<file path="config.mk">
export PLATFORM = sky130hd
export DESIGN_NAME = pht_ctrl
export DESIGN_NICKNAME = d
export VERILOG_FILES = /design/src/hdl/pht_pkg.sv /design/src/hdl/pht_ctrl.sv
export SDC_FILE = /design/constraint.sdc
export NUM_CORES = 1
export LEC_CHECK = 0
export BUFFER_PORTS_ARGS = -buffer_cell sky130_fd_sc_hd__buf_2
export CORE_MARGIN = 4
export CORE_UTILIZATION = 40
export DETAILED_ROUTE_END_ITERATION = 16
export PLACE_DENSITY = 0.72
export SYNTH_ARGS = -nofsm -noshare
export SYNTH_HDL_FRONTEND = slang
export SYNTH_SLANG_ARGS = --single-unit
</file>
<file path="constraint.sdc">
create_clock -name clock -period 2.2 [get_ports clock]
set_input_delay 0.22 -clock clock [delete_from_list [all_inputs] [get_ports clock]]
set_output_delay 0.22 -clock clock [all_outputs]
set_load 0.02 [all_outputs]
</file>
<file path="src/hdl/pht_pkg.sv">
// Shared types and constants for the pointer hash table tracker.
// Holds payload structs, command/status structs, state and op enums.
// No dependencies.
package pht_pkg;

   localparam int KEY_W      = 48;
   localparam int SIZE_W     = 32;
   localparam int SERIAL_W   = 32;
   localparam int TALLY_W    = 40;
   localparam int LIVE_W     = 9;
   localparam int MIX_SHIFT  = 33;
   localparam logic [63:0] MIX_MULT = 64'hff51afd7ed558ccd;

   localparam logic [1:0] MODE_ALLOC = 2'd0;
   localparam logic [1:0] MODE_FREE  = 2'd1;
   localparam logic [1:0] MODE_CLEAR = 2'd2;

   typedef enum logic [2:0] {
      ST_IGNORED    = 3'd0,
      ST_INSERTED   = 3'd1,
      ST_REPLACED   = 3'd2,
      ST_REMOVED    = 3'd3,
      ST_NOT_FOUND  = 3'd4,
      ST_TABLE_FULL = 3'd5,
      ST_CLEARED    = 3'd6
   } code_type;

   typedef struct packed {
      logic [1:0]          mode;
      logic [KEY_W-1:0]    address;
      logic [SIZE_W-1:0]   alloc_size;
   } req_type;

   typedef struct packed {
      logic [2:0]          status;
      logic [SERIAL_W-1:0] assigned_serial;
      logic [LIVE_W-1:0]   live_entries;
      logic [TALLY_W-1:0]  live_byte_total;
      logic [SERIAL_W-1:0] total_allocations;
      logic [SERIAL_W-1:0] total_frees;
   } rsp_type;

   typedef struct packed {
      logic                valid;
      logic [KEY_W-1:0]    key;
      logic [SIZE_W-1:0]   bytes;
      logic [SERIAL_W-1:0] serial;
   } slot_type;

   typedef enum logic [3:0] {
      OP_NONE,
      OP_LOAD,
      OP_CLR_INIT,
      OP_CLR_STEP,
      OP_CLR_CNT,
      OP_HASH_KEY,
      OP_HASH_SLOT,
      OP_PROBE_INIT,
      OP_READ,
      OP_NEXT,
      OP_REPLACE,
      OP_INSERT,
      OP_REMOVE,
      OP_MOVE_GAP,
      OP_MOVE_CLR,
      OP_RESPOND
   } op_type;

   typedef enum logic [3:0] {
      S_RST_INIT,
      S_RST_SWEEP,
      S_IDLE,
      S_DECODE,
      S_CLR_SWEEP,
      S_CLR_CNT,
      S_HASH,
      S_PROBE_RD,
      S_PROBE_CHK,
      S_SHIFT_RD,
      S_SHIFT_CHK,
      S_SHIFT_HASH,
      S_SHIFT_DEC,
      S_SHIFT_MOVE,
      S_RESPOND
   } state_type;

   typedef struct packed {
      op_type   op;
      code_type code;
   } dp_cmd_type;

   typedef struct packed {
      logic       hash_done;
      logic       rd_valid;
      logic       rd_match;
      logic       exhausted;
      logic       full;
      logic       movable;
      logic       sweep_last;
      logic       out_free;
      logic       key_null;
      logic       tracking;
      logic [1:0] mode;
   } dp_status_type;

endpackage

</file>
<file path="src/hdl/pht_ctrl.sv">
// Controller state machine: sequences clear, probe, insert, remove and shift walk.
// Issues op commands to pht_datapath; uses pht_pkg.
module pht_ctrl import pht_pkg::*; (
   input  logic          clock,
   input  logic          reset,
   input  logic          req_valid,
   output logic          req_ready,
   input  dp_status_type stat,
   output dp_cmd_type    cmd
);

   state_type state_ff, state_in;
   code_type  code_ff, code_in;
   logic      is_alloc;

   assign is_alloc = (stat.mode == MODE_ALLOC);

   // Next state
   always_comb begin
      state_in = state_ff;
      unique case (state_ff)
         S_RST_INIT:  state_in = S_RST_SWEEP;
         S_RST_SWEEP: if (stat.sweep_last) state_in = S_IDLE;
         S_IDLE:      if (req_valid) state_in = S_DECODE;
         S_DECODE: begin
            priority if (stat.mode == MODE_CLEAR) begin
               state_in = S_CLR_SWEEP;
            end else if (is_alloc && !stat.key_null && stat.tracking) begin
               state_in = S_HASH;
            end else if ((stat.mode == MODE_FREE) && !stat.key_null) begin
               state_in = S_HASH;
            end else begin
               state_in = S_RESPOND;
            end
         end
         S_CLR_SWEEP: if (stat.sweep_last) state_in = S_CLR_CNT;
         S_CLR_CNT:   state_in = S_RESPOND;
         S_HASH:      if (stat.hash_done) state_in = S_PROBE_RD;
         S_PROBE_RD:  state_in = stat.exhausted ? S_RESPOND : S_PROBE_CHK;
         S_PROBE_CHK: begin
            priority if (!stat.rd_valid) begin
               state_in = S_RESPOND;
            end else if (stat.rd_match) begin
               state_in = is_alloc ? S_RESPOND : S_SHIFT_RD;
            end else begin
               state_in = S_PROBE_RD;
            end
         end
         S_SHIFT_RD:   state_in = stat.exhausted ? S_RESPOND : S_SHIFT_CHK;
         S_SHIFT_CHK:  state_in = stat.rd_valid ? S_SHIFT_HASH : S_RESPOND;
         S_SHIFT_HASH: if (stat.hash_done) state_in = S_SHIFT_DEC;
         S_SHIFT_DEC:  state_in = stat.movable ? S_SHIFT_MOVE : S_SHIFT_RD;
         S_SHIFT_MOVE: state_in = S_SHIFT_RD;
         S_RESPOND:    if (stat.out_free) state_in = S_IDLE;
         default:      state_in = S_RST_INIT;
      endcase
   end

   // Outputs and result code
   always_comb begin
      cmd.op    = OP_NONE;
      code_in   = code_ff;
      req_ready = 1'b0;
      unique case (state_ff)
         S_RST_INIT:  cmd.op = OP_CLR_INIT;
         S_RST_SWEEP: cmd.op = OP_CLR_STEP;
         S_IDLE: begin
            req_ready = 1'b1;
            if (req_valid) cmd.op = OP_LOAD;
         end
         S_DECODE: begin
            priority if (stat.mode == MODE_CLEAR) begin
               cmd.op = OP_CLR_INIT;
            end else if (is_alloc && !stat.key_null && stat.tracking) begin
               cmd.op = OP_HASH_KEY;
            end else if ((stat.mode == MODE_FREE) && !stat.key_null) begin
               cmd.op = OP_HASH_KEY;
            end else begin
               code_in = ST_IGNORED;
            end
         end
         S_CLR_SWEEP: cmd.op = OP_CLR_STEP;
         S_CLR_CNT: begin
            cmd.op  = OP_CLR_CNT;
            code_in = ST_CLEARED;
         end
         S_HASH: if (stat.hash_done) cmd.op = OP_PROBE_INIT;
         S_PROBE_RD: begin
            if (stat.exhausted) begin
               code_in = is_alloc ? ST_TABLE_FULL : ST_NOT_FOUND;
            end else begin
               cmd.op = OP_READ;
            end
         end
         S_PROBE_CHK: begin
            priority if (!stat.rd_valid) begin
               priority if (!is_alloc) begin
                  code_in = ST_NOT_FOUND;
               end else if (stat.full) begin
                  code_in = ST_TABLE_FULL;
               end else begin
                  cmd.op  = OP_INSERT;
                  code_in = ST_INSERTED;
               end
            end else if (stat.rd_match) begin
               if (is_alloc) begin
                  cmd.op  = OP_REPLACE;
                  code_in = ST_REPLACED;
               end else begin
                  cmd.op  = OP_REMOVE;
                  code_in = ST_REMOVED;
               end
            end else begin
               cmd.op = OP_NEXT;
            end
         end
         S_SHIFT_RD:  if (!stat.exhausted) cmd.op = OP_READ;
         S_SHIFT_CHK: if (stat.rd_valid) cmd.op = OP_HASH_SLOT;
         S_SHIFT_DEC: cmd.op = stat.movable ? OP_MOVE_GAP : OP_NEXT;
         S_SHIFT_MOVE: cmd.op = OP_MOVE_CLR;
         S_RESPOND:   if (stat.out_free) cmd.op = OP_RESPOND;
         default:     cmd.op = OP_NONE;
      endcase
      cmd.code = code_ff;
   end

   always_ff @(posedge clock) begin
      if (reset) begin
         state_ff <= S_RST_INIT;
         code_ff  <= ST_IGNORED;
      end else begin
         state_ff <= state_in;
         code_ff  <= code_in;
      end
   end

endmodule

</file>
* Word-level counts from Yosys, hierarchy flattened
Index checks and enable logic that the tools add are counted.
Word-level totals: register bits 7, input port bits 15, logic and storage cells 83
Operators by class: eq/ne operators 27, multiplexer cells 43, reduce and logical (&&, ||, !) cells 11
Operators by type and width (number):
- 2-to-1 mux 4 bit | 17
- one-hot mux 4 bit (15 select lines) | 1
- 2-to-1 mux 3 bit | 19
- one-hot mux 4 bit (12 select lines) | 1
- equality test 4 bit, second input constant | 7
- inequality test 2 bit, second input constant | 10
- equality test 4 x 3 -> 1 bit, second input constant | 4
- one-hot mux 3 bit (4 select lines) | 1
- AND reduction 6 bit | 2
- equality test 4 x 2 -> 1 bit, second input constant | 2
- equality test 4 x 1 -> 1 bit, second input constant | 1
- logical NOT 4 bit | 1
- 2-to-1 mux 1 bit | 4
- nonzero test 4 bit | 1
- OR reduction 2 bit | 2
- logical AND 1 bit | 3
- inequality test 3 bit, second input constant | 1
- equality test 2 x 1 -> 1 bit, second input constant | 1
- equality test 2 bit, second input constant | 1
- logical NOT 2 bit | 1
- logical NOT 1 bit | 1

* Logic depth before layout (Yosys ltp)
Gate-level depths: netlist of run 1.
depth in word-level cells 6, gate-level depth with buffers 7

* Worst setup path before layout of run 1
Ideal clock, no wire load.
path kind register -> output, start point reg state_ff[2], end point out cmd[6] (netlist name), arrival time 1.683 ns, required time 1.980 ns, slack 0.297 ns, stages on the path, launching flop included 6, path buffers 3, cells stage by stage dfxtp_1 -> buf_6 -> clkbuf_1 -> clkbuf_1 -> a21oi_1 -> o311ai_1
RTL lines:
- start, declared | RTL line pht_ctrl.sv:12 | state_type state_ff, state_in;
- start signal, assigned | RTL line pht_ctrl.sv:132 | state_ff <= state_in;
- end, declared | RTL line pht_ctrl.sv:9 | output dp_cmd_type cmd

==> results of run 1 <==
[repair_timing]
action	CTS	global route
gates resized for setup	1	3
cloned	0	0
endpoints found under the setup margin	1	3
setup buffers	0	0
[power groups by stage]
stage               Clock, mW  Combinational, mW  Sequential (mW)
floorplan                   0              0.753            0.227
global placement            0              0.936            0.307
detailed placement          0              0.955            0.311
CTS                     0.114              0.958            0.309
global route            0.121               1.06            0.333
finish                  0.113              0.961            0.318
[how the worst min path moves through the flow]
stage | slack, ns | end | from
finish | 0.27 | state_ff[0]$_SDFFE_PP0P_ | reset
global route | 0.27 | code_ff[0]$_SDFFE_PP0P_ | reset
CTS | 0.27 | code_ff[0]$_SDFFE_PP0P_ | reset
detailed placement | 0.49 | code_ff[2]$_SDFFE_PP0P_ | code_ff[2]$_SDFFE_PP0P_
global placement | 0.47 | code_ff[1]$_SDFFE_PP0P_ | code_ff[1]$_SDFFE_PP0P_
floorplan | 0.52 | code_ff[1]$_SDFFE_PP0P_ | reset
[registers in the layout (all words and copies together), names as in the netlist]
| name | cells |
|---|---|
| state_ff | 4 |
| code_ff | 3 |
[layout make-up]
| type | instances | area (sq um) | share of cell area |
|---|---|---|---|
| Multi-Input combinational cell | 118 | 757.0 | 0.6541 |
| Timing Repair Buffer | 30 | 182.7 | 0.1578 |
| Sequential cell | 7 | 145.1 | 0.1254 |
| Tap cell | 28 | 35.03 | 0.03027 |
| Clock buffer | 4 | 26.28 | 0.02270 |
| Inverter | 3 | 11.26 | 0.009730 |
[logic make-up (layout without fill, tap and decap cells)]
logic type             count (synthesis)  count (layout)  synth area share
flip-flops                             7               7            0.1443
multiplexers                           1               1           0.01031
buffers and inverters                 16              37           0.07602
AND/OR/NAND/NOR                       60              60            0.3466
AO/OA/AOI/OAI                         57              57            0.4227
[metrics by stage]
step / cells / hold WS [ns]
final: 190 / 0.2729
after global placement: 186 / 0.4731
after CTS: 190 / 0.2652
after global routing: 190 / 0.2662
after detailed placement: 186 / 0.4948
after floorplan: 141 / 0.5191
[Yosys cell counts, types with 4 or more instances]
master    instances
nor2_1           14
nand2b_1          7
a21oi_1          15
nor3_1            7
o21ai_0           6
a31oi_1           5
nand2_1          10
dfxtp_1           7
buf_2             5
clkbuf_1          4
[metal layers]
| metal | wire (um) | share of wire | GRT usage | vias up |
|---|---|---|---|---|
| li1 | - | - | - | 582 |
| met1 | 1232 | 0.41 | 0.2416 | 541 |
| met2 | 1454 | 0.49 | 0.3083 | 58 |
| met3 | 224 | 0.075 | 0.02036 | 8 |
| met4 | 60 | 0.020 | 0.08609 | 0 |
| met5 | 0 | 0 | 0 | - |
==> reports/summary.txt, run 1 <==
Worst slew margin: 0.6847
Largest delay share family, worst path: simple AND/OR/NAND/NOR gates
Worst R2R Setup Slack: 0.35 ns
CTS tree: done
Sequential-to-total area share from yosys stat: 0.1443
All-Layer GR Usage: 0.1865
Worst Setup End Kind: output port
Hold Vio Cnt, Final: 0
Design area: 1157 sq um
Antenna cell count: 0
Worst Setup SP: state_ff[1]$_SDFFE_PP0P_
Hold WC Path Type: in -> reg
Reg-to-reg endpoint: code_ff[1]$_SDFFE_PP0P_
GP Congestion: 0.9504
Clock Skew: 0.003445 ns
Final Power: 1.392 mW
Drt via density: 6.258
Worst reg2reg path startpoint: state_ff[1]$_SDFFE_PP0P_
Synth unique cells: 49
Pwr dens: 1203 nW/um^2
Asr flop ratio synth: 0
I/O pin total: 23
Area growth syn-to-layout: 19.20%
Core area: 2255 sq um
Crit path buffers/inverters: 2
Via count: 1189
Syn. warnings: 0
TritonCTS buffer count: 3
Vias in the first global route: 1104
Placed inst area: 1126 sq um
Nets: 178
Power share of the sequential group: 0.229
Tmin final: 2.090 ns
Pre-CTS setup slack: 0.2191 ns
Initial DRC Count: 50
Clk sinks: 7
WL final: 2972 um
Clock buffer depth: 2
Mapped cell area: 970.9 sq um
Post-synth EDFFs: 0
Post-synth top area cell: dfxtp_1
Sum Neg Setup Slack: 0 ns
Die Wd: 57.27 um
Grt total ovfl: 0
Die Height: 57.27 um
Setup ws final: 0.1104 ns
Post-route ant nets: 0
Worst skew pair latency: 0.25 ns
LEAKAGE: 0.4261 nW
Slowest stage delay, CP: 0.44 ns
Commonest cells after routing, fill and taps aside: buf_2, a21oi_1, nor2_1
Slew of the pin with the lowest slew margin: 0.4690 ns
Clock slew at reported path FFs: 0.05 ns
CP Class: reg -> out
Setup violators final: 0
H-tree Lvls: 1
Critical path arrival: 1.87 ns
Synthesized Nets: 156
# DRC: 0
Status: completed
CP Data Required Time: 1.98 ns
CP max-delay cell: dfxtp_2
Max Cap Viol: 0
DRT Pass-1 Iters: 4
Final period utilization: 0.9498
Int Pwr: 0.6608 mW
Post-Route Utilization: 0.5133
Clock power share: 0.081
Switching power: 0.7312 mW
Peak VDD IR: 0.0006750 V
Comb pwr share: 0.690
Largest net degree at the start of global routing: 25
PortBufs: 22
Fillers: 234
Net Sw Frac: 0.5253
FP Rows: 17
Max frequency: 0.4786 GHz
First-pass GRT wire length: 4947 um
CP Cell Sequence: buf_4 -> nor4b_4 -> o21ai_0 -> nand2b_1 -> o211ai_1 -> buf_2
Routed len/inst: 15.64 um
Commonest non-fill, non-tap cell in the layout: buf_2
CTS root buf: clkbuf_4
Critical path capture point: cmd[4]
Initial antenna violation count: 0
Hold-fix buffers at CTS: 0
Avg Inst Size Synth: 6.886 sq um
Crit start category: register
Crit-path max FO: 24
Gate Count Post-Synth: 141
RSZ-0062 raised after global routing: no
Initial Util: 0.4306
Top-area cell type share of the netlist area: 0.1443
CP Depth: 6
Post-DP HPWL: 2364 um
Synth Register Bits: 7
Total Die Area: 3279 sq um
Share of layout cells above drive strength 1: 0.2840
Top cells by area, synth: dfxtp_1, a21oi_1, nor2_1
Worst hold path cell count: 2
Worst Reg-to-Reg Cells: 6
Max Slew Vio Count: 0
Top_reg_cell synth: dfxtp_1
Note: power is estimated with default switching activity, not from simulation.
==> run 2: changes to the inputs <==
--- a/config.mk
+++ b/config.mk
@@ -5,11 +5,12 @@
 export SDC_FILE = /design/constraint.sdc
 export NUM_CORES = 1
 export LEC_CHECK = 0
+export ABC_AREA = 1
 export BUFFER_PORTS_ARGS = -buffer_cell sky130_fd_sc_hd__buf_2
 export CORE_MARGIN = 4
 export CORE_UTILIZATION = 40
 export DETAILED_ROUTE_END_ITERATION = 16
-export PLACE_DENSITY = 0.72
+export PLACE_DENSITY = 0.73
 export SYNTH_ARGS = -nofsm -noshare
 export SYNTH_HDL_FRONTEND = slang
 export SYNTH_SLANG_ARGS = --single-unit
==> reports/summary.txt, run 2 <==
CP Cell Sequence: inv_2 -> nor2_4 -> nand2_2 -> nor2_1 -> nand2_1 -> nand4_1 -> buf_2
Clock buffer depth: 2 (unchanged)
Hold-fix buffers at CTS: 0 (unchanged)
I/O pin total: 23 (unchanged)
All-Layer GR Usage: 0.1750 (-0.01151)
Clock Skew: 0.0008952 ns (-0.002550 ns)
Top-area cell type share of the netlist area: 0.2314 (+0.08708)
Worst skew pair latency: 0.24 ns (about the same)
Critical path arrival: 1.70 ns (-0.17 ns)
Vias in the first global route: 1068 (-3.3%)
Clk sinks: 7 (unchanged)
Setup violators final: 0 (unchanged)
Tmin final: 1.924 ns (-0.1657 ns)
Post-synth top cells: nand2_1, nor2_1, inv_1
Max Cap Viol: 0 (unchanged)
Die Height: 55.66 um (-2.8%)
Core area: 2062 sq um (-8.5%)
Post-synth EDFFs: 0 (unchanged)
Synthesized Nets: 189 (+21%)
Commonest non-fill, non-tap cell in the layout: nand2_1
Initial Util: 0.4405 (+0.009901)
Post-synth top area cell: nand2_1
CTS tree: done
Total Die Area: 3097 sq um (-5.5%)
Most frequent cell after synthesis: nand2_1
Final period utilization: 0.8745 (-0.07530)
Post-route ant nets: 0 (unchanged)
Worst Setup End Kind: output port
Sequential-to-total area share from yosys stat: 0.1543 (+0.009940)
Worst slew margin: 0.7482 (+0.06354)
Status: completed
CTS root buf: clkbuf_4
LEAKAGE: 0.6040 nW (+42%)
DRT Pass-1 Iters: 4 (unchanged)
CP Class: reg -> out
Worst Reg-to-Reg Cells: 9 (+3)
WL final: 2611 um (-12%)
# DRC: 0 (unchanged)
Comb pwr share: 0.701 (+0.011)
Top_reg_cell synth: dfxtp_1
Number of flip-flops in the largest register: 4 (unchanged)
Sum Neg Setup Slack: 0 ns (unchanged)
Gate Count Post-Synth: 174 (+23%)
RSZ-0062 raised after global routing: no
GP Congestion: 0.9573 (+0.73%)
Worst R2R Setup Slack: 0.71 ns (+0.36 ns)
Hold Vio Cnt, Final: 0 (unchanged)
Crit-path max FO: 6 (-75%)
Commonest cells after routing, fill and taps aside: nand2_1, nor2_1, buf_2
Hold slack: 0.1957 ns (-0.07715 ns)
Top flop regs: state_ff x4, code_ff x3
CP Data Required Time: 1.98 ns (about the same)
PortBufs: 22 (unchanged)
First-pass GRT wire length: 4540 um (-8.2%)
Area growth syn-to-layout: 18.73%
Crit start category: register
Hold WC Path Type: in -> reg
H-tree Lvls: 1 (unchanged)
Nets: 216 (+21%)
Top cells by area, synth: nand2_1, dfxtp_1, nor2_1
Initial antenna violation count: 0 (unchanged)
Peak VDD IR: 0.0005235 V (-22%)
Clock power share: 0.094 (+0.013)
CP max-delay cell: dfxtp_1
# resized after CTS: 0 (-1)
Mapped cell area: 908.4 sq um (-6.4%)
Avg Inst Size Synth: 5.221 sq um (-24%)
Die Wd: 55.66 um (-2.8%)
Antenna cell count: 0 (unchanged)
Asr flop ratio synth: 0 (unchanged)
Routed len/inst: 11.50 um (-26%)
Initial DRC Count: 82 (+64%)
Share of layout cells above drive strength 1: 0.2750 (-0.008951)
FP Rows: 16 (-1)
Clock slew at reported path FFs: 0.05 ns (about the same)
Worst Hold Endpoint: state_ff[1]$_SDFFE_PP0P_
Grt total ovfl: 0 (unchanged)
Worst reg2reg path startpoint: state_ff[2]$_SDFFE_PP0P_
Fillers: 213 (-9.0%)
Reg-to-reg endpoint: code_ff[1]$_SDFFE_PP0P_
Crit path buffers/inverters: 2 (unchanged)
Top reg by flops: state_ff
Worst hold path cell count: 2 (unchanged)
Switching power: 0.6513 mW (-11%)
Largest net degree at the start of global routing: 9 (-64%)
Power share of the sequential group: 0.205 (-0.024)
Post-DP HPWL: 2260 um (-4.4%)
Drt via density: 5.035 (-20%)
Synth Register Bits: 7 (unchanged)
Max Slew Vio Count: 0 (unchanged)
Synth unique cells: 16 (-67%)
TritonCTS buffer count: 3 (unchanged)
Post-CTS Setup Bufs: 0 (unchanged)
Int Pwr: 0.5160 mW (-22%)
Hold path start: reset
Via count: 1143 (-3.9%)
Slew of the pin with the lowest slew margin: 0.3763 ns (-0.09269 ns)
Largest delay share family, worst path: simple AND/OR/NAND/NOR gates
Net Sw Frac: 0.5580 (+0.03268)
Pwr dens: 1082 nW/um^2 (-10%)
Syn. warnings: 0 (unchanged)
Max frequency: 0.5198 GHz (+8.6%)
Slowest stage delay, CP: 0.49 ns (+0.05 ns)
## run 2: power by group through the flow
stage | combinational, mW | sequential [mW] | clock, mW
global placement | 0.807 | 0.236 | 0
floorplan | 0.579 | 0.262 | 0
CTS | 0.814 | 0.239 | 0.117
detailed placement | 0.814 | 0.241 | 0
finish | 0.818 | 0.239 | 0.110
global route | 0.912 | 0.247 | 0.126
## run 2: kinds of logic (layout without fill, tap and decap cells)
kind of cell | Yosys count | after routing | share of synthesized area
AOI/OAI and AO/OA | 14 | 14 | 0.08678
buffers and inverters | 26 | 52 | 0.1074
DFF | 7 | 7 | 0.1543
and+or+nand+nor | 127 | 127 | 0.6515
## run 2: layer usage
| layer | track usage | routed length (um) |
|---|---|---|
| met2 | 0.3024 | 1222 |
| met4 | 0.05208 | 33 |
| met1 | 0.2225 | 1152 |
| met3 | 0.02552 | 202 |
| met5 | 0 | 0 |
## run 2: cell type report
class / count / area, sq um / share of cell area
Multi-Input combinational cell: 141 / 670.6 / 0.6218
Sequential cell: 7 / 140.1 / 0.1299
Timing Repair Buffer: 22 / 110.1 / 0.1021
Inverter: 26 / 97.59 / 0.09049
Tap cell: 27 / 33.78 / 0.03132
Clock buffer: 4 / 26.28 / 0.02436
## run 2: worst reg2reg max path: stages, from the launching register on
cell and delay, ns:
dfxtp_1 0.40, nor2_4 0.26, nand2_2 0.11, nor2_1 0.18, inv_1 0.12, nand2_2 0.12
inv_2 0.04, nand3_1 0.05, nand2_1 0.06, nor2_1 0.09
## run 2: how the worst max path moves through the flow
stage,start,end,slack [ns],cells past startpoint
finish,state_ff[3]$_SDFFE_PP0P_,cmd[3],0.28,7
global route,state_ff[3]$_SDFFE_PP0P_,cmd[3],0.17,7
detailed placement,state_ff[3]$_SDFFE_PP0P_,cmd[3],0.58,7
CTS,state_ff[3]$_SDFFE_PP0P_,cmd[3],0.30,7
floorplan,state_ff[2]$_SDFFE_PP0P_,cmd[3],0.74,5
global placement,state_ff[3]$_SDFFE_PP0P_,cmd[3],0.56,7
## run 2: stage by stage
step / std cells / cell area [sq um] / total power, mW / utilization / setup slack [ns]
CTS: 227 / 1079 / 1.170 / 0.5231 / 0.3007
floorplan: 174 / 908.4 / 0.8410 / - / 0.7416
finish: 227 / 1079 / 1.167 / 0.5231 / 0.2760
global placement: 223 / 1052 / 1.043 / 0.5103 / 0.5563
global route: 227 / 1079 / 1.285 / 0.5231 / 0.1670
detailed placement: 223 / 1052 / 1.055 / 0.5103 / 0.5766
